### config.mk
export PLATFORM = sky130hd
export DESIGN_NAME = float_pcm_sample_converter
export DESIGN_NICKNAME = d
export VERILOG_FILES = /design/src/hw/rtl/fpcm_pkg.sv /design/src/hw/rtl/fpcm_convert.sv /design/src/hw/rtl/float_pcm_sample_converter.sv
export VERILOG_INCLUDE_DIRS = /design/src /design/src/hw/rtl
export SDC_FILE = /design/constraint.sdc
export NUM_CORES = 1
export LEC_CHECK = 0
export BUFFER_PORTS_ARGS = -buffer_cell sky130_fd_sc_hd__buf_4
export CORE_MARGIN = 10
export CORE_UTILIZATION = 51
export CTS_CLUSTER_SIZE = 24
export DETAILED_ROUTE_END_ITERATION = 7
export GPL_TIMING_DRIVEN = 0
export PLACE_DENSITY = 0.69
export RECOVER_POWER = 50
export REMOVE_ABC_BUFFERS = 1
export SYNTH_ARGS = -nofsm -noshare
export SYNTH_HDL_FRONTEND = slang
export SYNTH_SLANG_ARGS = --single-unit
### constraint.sdc
create_clock -name clk -period 12.6 [get_ports clk]
set_input_delay 1.26 -clock clk [delete_from_list [all_inputs] [get_ports clk]]
set_output_delay 1.26 -clock clk [all_outputs]
set_load 0.01 [all_outputs]
### src/hw/rtl/assert_macros.svh
// Assertion macros for the converter RTL.
// Depends on nothing; included by modules that assert.
`ifndef ASSERT_MACROS_SVH
`define ASSERT_MACROS_SVH
// Implication checked on every rising clock edge outside reset.
`define ASSERT_IMPLIES(label, clk, rst_n, ante, cons) \
    label: assert property (@(posedge clk) disable iff (!rst_n) (ante) |-> (cons)) \
        else $error("assertion failed");
// Next-cycle implication checked outside reset.
`define ASSERT_NEXT(label, clk, rst_n, ante, cons) \
    label: assert property (@(posedge clk) disable iff (!rst_n) (ante) |=> (cons)) \
        else $error("assertion failed");
`endif

### src/hw/rtl/fpcm_pkg.sv
// Package for the float/PCM sample converter: codes and types.
// Depends on nothing.
package fpcm_pkg;
    localparam logic [1:0] RES_8  = 2'd0;
    localparam logic [1:0] RES_16 = 2'd1;
    localparam logic [1:0] RES_24 = 2'd2;
    localparam logic [1:0] RES_32 = 2'd3;
    localparam logic CMD_ENCODE = 1'b0;
    localparam logic CMD_DECODE = 1'b1;

    typedef struct packed {
        logic [31:0] word;
        logic        clipped;
    } fpcm_result_t;
endpackage

### src/hw/rtl/fpcm_convert.sv
// Combinational float/PCM conversion of one sample.
// Depends on fpcm_pkg.
module fpcm_convert
    import fpcm_pkg::*;
(
    input  logic         command,
    input  logic [1:0]   resolution,
    input  logic [31:0]  sample_word,
    output fpcm_result_t result
);
    logic        sgn;
    logic [7:0]  exp_f;
    logic [22:0] man;
    logic [4:0]  nbits;
    logic [23:0] mag_full;
    logic [47:0] shifted;
    logic [23:0] ipart;
    logic        frac_nz;
    logic [24:0] mag_floor;
    logic [24:0] lim_pos;
    logic        is_nan;
    logic        ovf;
    logic [24:0] code;
    logic [24:0] dec_val;
    logic        dec_neg;
    logic [24:0] dec_mag;
    logic [4:0]  lz;
    logic [24:0] norm;
    logic [7:0]  dec_exp;
    logic [31:0] dec_bits;
    logic [7:0]  sh;
    logic [24:0] ip_neg;

    always_comb
    begin
        sgn   = sample_word[31];
        exp_f = sample_word[30:23];
        man   = sample_word[22:0];
        case (resolution)
            RES_8:   nbits = 5'd7;
            RES_16:  nbits = 5'd15;
            default: nbits = 5'd23;
        endcase
        lim_pos  = (25'd1 << nbits);
        is_nan   = (exp_f == 8'hFF) && (man != 23'd0);
        mag_full = {(exp_f != 8'd0), man};
        // value = mag_full * 2^(exp-150+nbits); integer part after shift
        shifted  = 48'd0;
        ipart    = 24'd0;
        frac_nz  = 1'b0;
        ovf      = 1'b0;
        sh       = 8'd0;
        if (exp_f == 8'hFF)
        begin
            ovf = 1'b1;
        end
        else if ({3'd0, exp_f} + {6'd0, nbits} >= 11'd150)
        begin
            sh = 8'(({3'd0, exp_f} + {6'd0, nbits}) - 11'd150);
            if (sh != 8'd0)
                ovf = 1'b1;
            else
                ipart = mag_full;
        end
        else
        begin
            sh = 8'(11'd150 - ({3'd0, exp_f} + {6'd0, nbits}));
            if (sh >= 8'd24)
            begin
                ipart   = 24'd0;
                frac_nz = (mag_full != 24'd0);
            end
            else
            begin
                shifted = {mag_full, 24'd0} >> sh;
                ipart   = shifted[47:24];
                frac_nz = (shifted[23:0] != 24'd0);
            end
        end
        // any left shift is past full scale; ipart always fits 24 bits
        mag_floor = {1'b0, ipart};
        ip_neg    = mag_floor + {24'd0, frac_nz};
        code      = 25'd0;
        result.clipped = 1'b0;
        if (is_nan)
        begin
            result.clipped = 1'b1;
            code = 25'd0;
        end
        else if (!sgn)
        begin
            if (ovf || mag_floor >= lim_pos)
            begin
                result.clipped = 1'b1;
                code = lim_pos - 25'd1;
            end
            else
                code = mag_floor;
        end
        else
        begin
            if (ovf || ip_neg > lim_pos)
            begin
                result.clipped = 1'b1;
                code = -lim_pos;
            end
            else
                code = -ip_neg;
        end

        // decode
        case (resolution)
            RES_8:   dec_val = {{17{sample_word[7]}}, sample_word[7:0]};
            RES_16:  dec_val = {{9{sample_word[15]}}, sample_word[15:0]};
            default: dec_val = {sample_word[15], sample_word[15:0], sample_word[23:16]};
        endcase
        dec_neg = dec_val[24];
        dec_mag = dec_neg ? -dec_val : dec_val;
        lz = 5'd0;
        for (int i = 0; i < 25; i++)
        begin
            if (dec_mag[i])
                lz = 5'(i);
        end
        norm    = dec_mag << (5'd24 - lz);
        dec_exp = 8'(8'd127 + {3'd0, lz} - {3'd0, nbits});
        if (dec_mag == 25'd0)
            dec_bits = 32'd0;
        else
            dec_bits = {dec_neg, dec_exp, norm[23:1]};

        if (resolution == RES_32)
        begin
            result.word    = sample_word;
            result.clipped = 1'b0;
        end
        else if (command == CMD_ENCODE)
        begin
            case (resolution)
                RES_8:   result.word = {24'd0, code[7:0]};
                RES_16:  result.word = {16'd0, code[15:0]};
                default: result.word = {8'd0, code[7:0], code[23:8]};
            endcase
        end
        else
        begin
            result.word    = dec_bits;
            result.clipped = 1'b0;
        end
    end
endmodule

### src/hw/rtl/float_pcm_sample_converter.sv
// Float/PCM sample converter top level.
// Path: the input register feeds fpcm_convert, whose output is captured in the result register.
// One transaction per cycle through the single conversion stage while out_stall does not hold it.
// Reset: asynchronous, active low; clears valids and sets resolution to 16 bits.
// Depends on fpcm_pkg, fpcm_convert, assert_macros.svh.
`include "assert_macros.svh"
module float_pcm_sample_converter
    import fpcm_pkg::*;
(
    input  logic        clk,
    input  logic        rst_n,
    input  logic        cfg_we,
    input  logic [1:0]  cfg_wdata,
    input  logic        in_valid,
    output logic        in_stall,
    input  logic        command,
    input  logic [31:0] sample_word,
    output logic        out_valid,
    input  logic        out_stall,
    output logic [31:0] result_word,
    output logic        clipped
);
    logic [1:0]   resolution_reg;
    logic         a_valid_reg;
    logic         a_cmd_reg;
    logic [31:0]  a_word_reg;
    logic         b_valid_reg;
    fpcm_result_t b_res_reg;
    fpcm_result_t conv;
    logic         b_load;
    logic         a_load;

    fpcm_convert u_convert (
        .command     (a_cmd_reg),
        .resolution  (resolution_reg),
        .sample_word (a_word_reg),
        .result      (conv)
    );

    assign b_load   = !b_valid_reg || !out_stall;
    assign a_load   = !a_valid_reg || b_load;
    assign in_stall = !a_load;

    always_ff @(posedge clk or negedge rst_n)
    begin
        if (!rst_n)
        begin
            resolution_reg <= RES_16;
            a_valid_reg    <= 1'b0;
            b_valid_reg    <= 1'b0;
        end
        else
        begin
            if (cfg_we)
                resolution_reg <= cfg_wdata;
            if (a_load)
                a_valid_reg <= in_valid;
            if (b_load)
                b_valid_reg <= a_valid_reg;
        end
    end

    always_ff @(posedge clk)
    begin
        if (a_load && in_valid)
        begin
            a_cmd_reg  <= command;
            a_word_reg <= sample_word;
        end
        if (b_load && a_valid_reg)
            b_res_reg <= conv;
    end

    assign out_valid   = b_valid_reg;
    assign result_word = b_res_reg.word;
    assign clipped     = b_res_reg.clipped;

    `ASSERT_NEXT(a_held_a, clk, rst_n, a_valid_reg && !b_load, a_valid_reg)
    `ASSERT_NEXT(b_held_a, clk, rst_n, out_valid && out_stall, out_valid && $stable(b_res_reg))
    `ASSERT_IMPLIES(stall_a, clk, rst_n, in_stall, a_valid_reg && b_valid_reg)
endmodule
; ---- Yosys cells after proc, flatten, opt, wreduce, memory -nomap -nowiden
; Cells that the tools add are included.
[word_totals]
register_bits = 70
latch_bits = 0
mem_bits_rw = 0
mem_bits_ro = 0
out_inout_bits = 35
mem_count = 0
[op_classes]
n_addsub = 11
mul = 0
div_mod_pow = 0
magnitude_cmp = 4
n_eq_ne = 3
n_shift = 3
n_mux = 50
n_bitwise = 0
reduce_logical = 19
[ops]
columns = operator, n
row1 = 24-bit two-way mux, 8
row2 = 32-bit two-way mux, 2
row3 = 25-bit one-hot mux with 2 select lines, 1
row4 = 24-bit negation, 2
row5 = 24-bit one-hot mux with 2 select lines, 1
row6 = 24-bit nonzero test, 2
row7 = 48-bit by 8-bit >> shifter with 48-bit output, 1
row8 = 5-bit two-way mux, 9
row9 = 33-bit two-way mux, 1
row10 = 4-bit two-way mux, 8
row11 = 24-bit by 1-bit adder with 25-bit output, 1
row12 = 24-bit by 25-bit >= comparator with 1-bit output, 1
row13 = 25-bit > comparator, 1
row14 = 25-bit zero test, 1
row15 = 25-bit two-way mux, 1
row16 = 25-bit negation, 1
row17 = "1-bit by 5-bit << shifter with 25-bit output, first input constant", 1
row18 = 25-bit by 5-bit << shifter with 24-bit output, 1
row19 = "24-bit by 1-bit subtractor with 24-bit output, second input constant", 1
row20 = 23-bit nonzero test, 1
row21 = 8-bit nonzero test, 2
row22 = 1-bit two-way mux, 12
row23 = 3-bit two-way mux, 4
row24 = 5-bit one-hot mux with 2 select lines, 1
row25 = other kinds (17), 26

; ---- Depth between registers and ports, before layout
[depth]
word_depth = 33
mapped_depth = 37

; ---- Cells and area by module
; Synthesis repeated with hierarchy kept, for this count alone.
[hier_totals]
hier_cells = 1249
area_unflattened_um2 = 10099.7
[modules_own_cells]
columns = mod, instances, cells_per_inst, area_per_inst_um2, seq_area_each_um2
row1 = fpcm_convert, 1, 1171, 7945.1, 0.0
row2 = float_pcm_sample_converter, 1, 78, 2154.6, 2083.2

; ---- Worst setup path after synthesis
; No wires, ideal clock.
[synth_path]
path_type = reg-to-reg
start = register a_word_reg[23]
end = register b_res_reg, in the netlist result_word[15], data pin
arrival_ps = 7532
path_slack_ps = 4803
path_stages_with_launch = 36
n_path_buf = 6
path_cell_list = edfxtp_1 > buf_2 > buf_6 > buf_6 > inv_1 > ha_1 > buf_4 > clkinv_1 > ha_1 > or3_1 > a21oi_2 > xnor2_1 > clkbuf_1 > o21ai_0 > o21ai_0 > nor3_1 > a31oi_1 > a221oi_1 > or3_1 > a221oi_1 > ha_1 > nor4b_1 > a32o_1 > buf_6 > and4b_1 > or3b_1 > nor3_1 > and3_1 > nor2_1 > ha_1 > a21oi_1 > a31oi_2 > o21a_1 > nor3_2 > a2111oi_0 > or3_1
[synth_rtl]
columns = element, line_no
row1 = from (decl), float_pcm_sample_converter.sv:26  ; logic [31:0] a_word_reg;
row2 = from (signal assigned), float_pcm_sample_converter.sv:68  ; a_word_reg <= sample_word;
row3 = to (signal assigned), float_pcm_sample_converter.sv:71  ; b_res_reg <= conv;
row4 = to (decl), float_pcm_sample_converter.sv:28  ; fpcm_result_t b_res_reg;

==> flow_metrics.env <==
export IMPL_post_cts_setup_buffer_count=0
export IMPL_min_delay_path_class="register to register"
export IMPL_leakage_power_of_the_design_nw=4.09
export IMPL_fp_dieH_microns=166
export IMPL_post_synth_cell_area_avg_sq_um=8.35
export IMPL_area_delta_synth_final_pct=5.91
export IMPL_synth_edff_count=66
export IMPL_run_status="finished, violations left"
export IMPL_antennaDiodeCount=0
export IMPL_critical_path_max_stage_delay_ps=1210
export IMPL_ys_seq_area_share_pct=19.3
export IMPL_final_hold_violation_count=0
export IMPL_io_buffer_count=74
export IMPL_total_track_usage_pct=28.1
export IMPL_finalWirelength_mm=40.8
export IMPL_async_reset_ff_share_pct=5.71
export IMPL_synth_main_ff_cell="sky130_fd_sc_hd__edfxtp_1"
export IMPL_finalClockSkew_ps=9.84
export IMPL_yosys_register_bits=70
export IMPL_max_clock_path_buffers=2
export IMPL_globalRouteMet2Util_pct=40.4
export IMPL_timing_critical_path_fanout_max=43
export IMPL_globalRouteOverflowTotal=0
export IMPL_vdd_drop_max_uv=119
export IMPL_cts_clk_slew_worst_paths_ps=60
export IMPL_finalNetCount=1346
export IMPL_yosysTopAreaCell="sky130_fd_sc_hd__edfxtp_1"
export IMPL_cts_tree="done"
export IMPL_die_x_microns=166
export IMPL_clock_root_cell="sky130_fd_sc_hd__clkbuf_16"
export IMPL_p_per_area_mw_per_mm2=161
export IMPL_floorplan_core_area_sq_mm=0.0210
export IMPL_route_antenna_remaining_nets=0
export IMPL_setup_violations=0
export IMPL_clock_fmax_ghz=0.0840
export IMPL_route_vias_total=11500
export IMPL_setup_worst_path_class="register to register"
export IMPL_setup_tns_final_ps=0
export IMPL_final_layout_size_suffix_gt1_share_pct=15.9
export IMPL_grt_first_pass_wirelength_mm=62.7
export IMPL_r2r_start="resolution_reg[1]"
export IMPL_gpl_final_weighted_congestion=1.00
export IMPL_critPathLaunch="resolution_reg[1]"
export IMPL_detail_route_wl_per_cell_microns=26.0
export IMPL_grt_pass1_vias=10400
export IMPL_global_route_peak_usage_layer="met2"
export IMPL_post_synth_inst_count=1295
export IMPL_number_of_resized_instances_in_the_post_cts_repair_step=0
export IMPL_hold_buffers=0
export IMPL_critical_path_arrival_ps=12100
export IMPL_top_post_synthesis_cells_by_area="sky130_fd_sc_hd__edfxtp_1, sky130_fd_sc_hd__mux4_2, sky130_fd_sc_hd__mux2i_1, sky130_fd_sc_hd__nand2_1, sky130_fd_sc_hd__nor2_1"
export IMPL_rows=53
export IMPL_drt_drc_violations_left=0
export IMPL_synth_top_cell_area_share_pct=18.3
export IMPL_critPathMostFrequentCell="sky130_fd_sc_hd__a21oi_1"
export IMPL_slew_at_the_pin_with_the_worst_max_slew_slack_ps=1670
export IMPL_end_kind="register"
export IMPL_tritoncts_buffer_count=9
export IMPL_slew_headroom_pct=-11.3
export IMPL_syn_area_sq_mm=0.0108
export IMPL_drv_slew=31
export IMPL_period_share_pct=94.5
export IMPL_worst_setup_path_start_kind="register"
export IMPL_antenna_violations_before_repair=1
export IMPL_mostFrequentLayoutCells="sky130_fd_sc_hd__nand2_1, sky130_fd_sc_hd__nor2_1, sky130_fd_sc_hd__o21ai_0"
export IMPL_detailedPlacementHpwl_mm=30.4
export IMPL_post_place_cells=1552
export IMPL_num_fill_cells=2031
export IMPL_global_route_usage_met1_pct=38.3
export IMPL_ys_warnings_count=0
export IMPL_hold_wc_startpoint="a_valid_reg"
export IMPL_clock_tree_htree_level_count=3
export IMPL_timing_final_crit_period_ps=11910
export IMPL_violations="max-capacitance violations, max-slew violations"
export IMPL_cp_data_required_time_ps=12790
export IMPL_rsz_0062_raised_after_global_routing="false"
export IMPL_insertion_delay_ps=350
export IMPL_top_level_ports=75
export IMPL_distinct_cells_synth=127
export IMPL_grt_start_max_net_pins=44
export IMPL_drt_first_pass_iters=7
export IMPL_number_of_max_cap_violations=1
export IMPL_initial_utilization_pct=51.6
export IMPL_die_area_sq_mm=0.0274
export IMPL_gr_usage_met3_pct=7.26
export IMPL_post_drt_via_cell_ratio=7.31
export IMPL_critical_path_slowest_cell="sky130_fd_sc_hd__clkinv_1"
export IMPL_cts_sink_count=70
export IMPL_layout_commonest_cell="sky130_fd_sc_hd__nand2_1"
export IMPL_final_cell_count_no_fill=1568
export IMPL_drtIter0Drc=1633
-- where the power goes --
part | internal (mW) | switching [mW] | total [mW]
clock network | 0.176 | 0.108 | 0.284
registers | 0.307 | 0.0498 | 0.356
logic | 0.445 | 0.760 | 1.20
total | 0.927 | 0.918 | 1.85
-- critical path, delay by kind of cell, from the launching register on --
kind	cells	cell delay [ps]
compound gates	15	4880
simple gates	8	3010
flops	1	970
buf+inv	2	1370
fa+ha+maj	3	1450
-- cells by family after synthesis --
kind of cell	synth area share (%)
compound gates	31.0
xor+xnor	4.88
fa+ha+maj	2.15
buf+inv	7.46
flops	19.3
mux	13.2
simple gates	22.1
-- metrics by stage --
step                hold WS, ps  cell area (sq um)  total power, mW  worst slack (ps)  util, %
floorplan                   443              10200             1.18              2960        -
global placement            462              11100             1.52              -106     52.9
detailed placement          477              11200             1.53              1030     53.5
CTS                         489              11500             1.82               940     55.1
global route                518              11500             1.95              45.4     54.7
finish                      477              11500             1.85               691     54.7
-- metal layers --
layer  routed length, microns  up-vias  share of wire (%)
li1                         -     5092                  -
met4                     2130        2                5.2
met1                    16500     5435                 40
met3                     5130      154                 13
met2                    17100      775                 42
met5                       13        -              0.032
-- Yosys cell counts (14+ instances only) --
cell type / number
sky130_fd_sc_hd__nand2_1: 119
sky130_fd_sc_hd__nor2_1: 105
sky130_fd_sc_hd__o21ai_0: 74
sky130_fd_sc_hd__a21oi_1: 66
sky130_fd_sc_hd__edfxtp_1: 66
sky130_fd_sc_hd__mux2i_1: 51
sky130_fd_sc_hd__inv_1: 40
sky130_fd_sc_hd__clkbuf_1: 39
sky130_fd_sc_hd__nor3_1: 37
sky130_fd_sc_hd__nand3_1: 34
sky130_fd_sc_hd__o211ai_1: 32
sky130_fd_sc_hd__xnor2_1: 32
sky130_fd_sc_hd__mux4_2: 28
sky130_fd_sc_hd__o31ai_1: 26
sky130_fd_sc_hd__nor4_1: 24
sky130_fd_sc_hd__mux2_2: 19
sky130_fd_sc_hd__xor2_1: 19
sky130_fd_sc_hd__a31oi_1: 17
sky130_fd_sc_hd__buf_2: 17
sky130_fd_sc_hd__ha_1: 17
sky130_fd_sc_hd__a22oi_1: 16
sky130_fd_sc_hd__buf_6: 15
sky130_fd_sc_hd__nand2b_1: 14
sky130_fd_sc_hd__or3_1: 14
-- final timing paths --
kind,endpoint,slack (ps),depth (start not counted)
min in group asynchronous,a_valid_reg,730,1
max in group asynchronous,resolution_reg[0],11620,1
worst min register to register,out_valid,480,1
worst max register to register,result_word[21],690,28
worst max-delay path,result_word[21],690,28
worst min-delay path,out_valid,480,1
-- cell type report --
type	count	area, sq um	area share [%]
repair buffers	80	579	5.06
clock inverters	7	103	0.895
multi-input cells	1082	7950	69.4
flip-flops and latches	70	2080	18.2
clock buffers	9	225	1.97
inverters	45	169	1.47
well taps	275	344	3.00
Power figures use the tool's default switching activity.
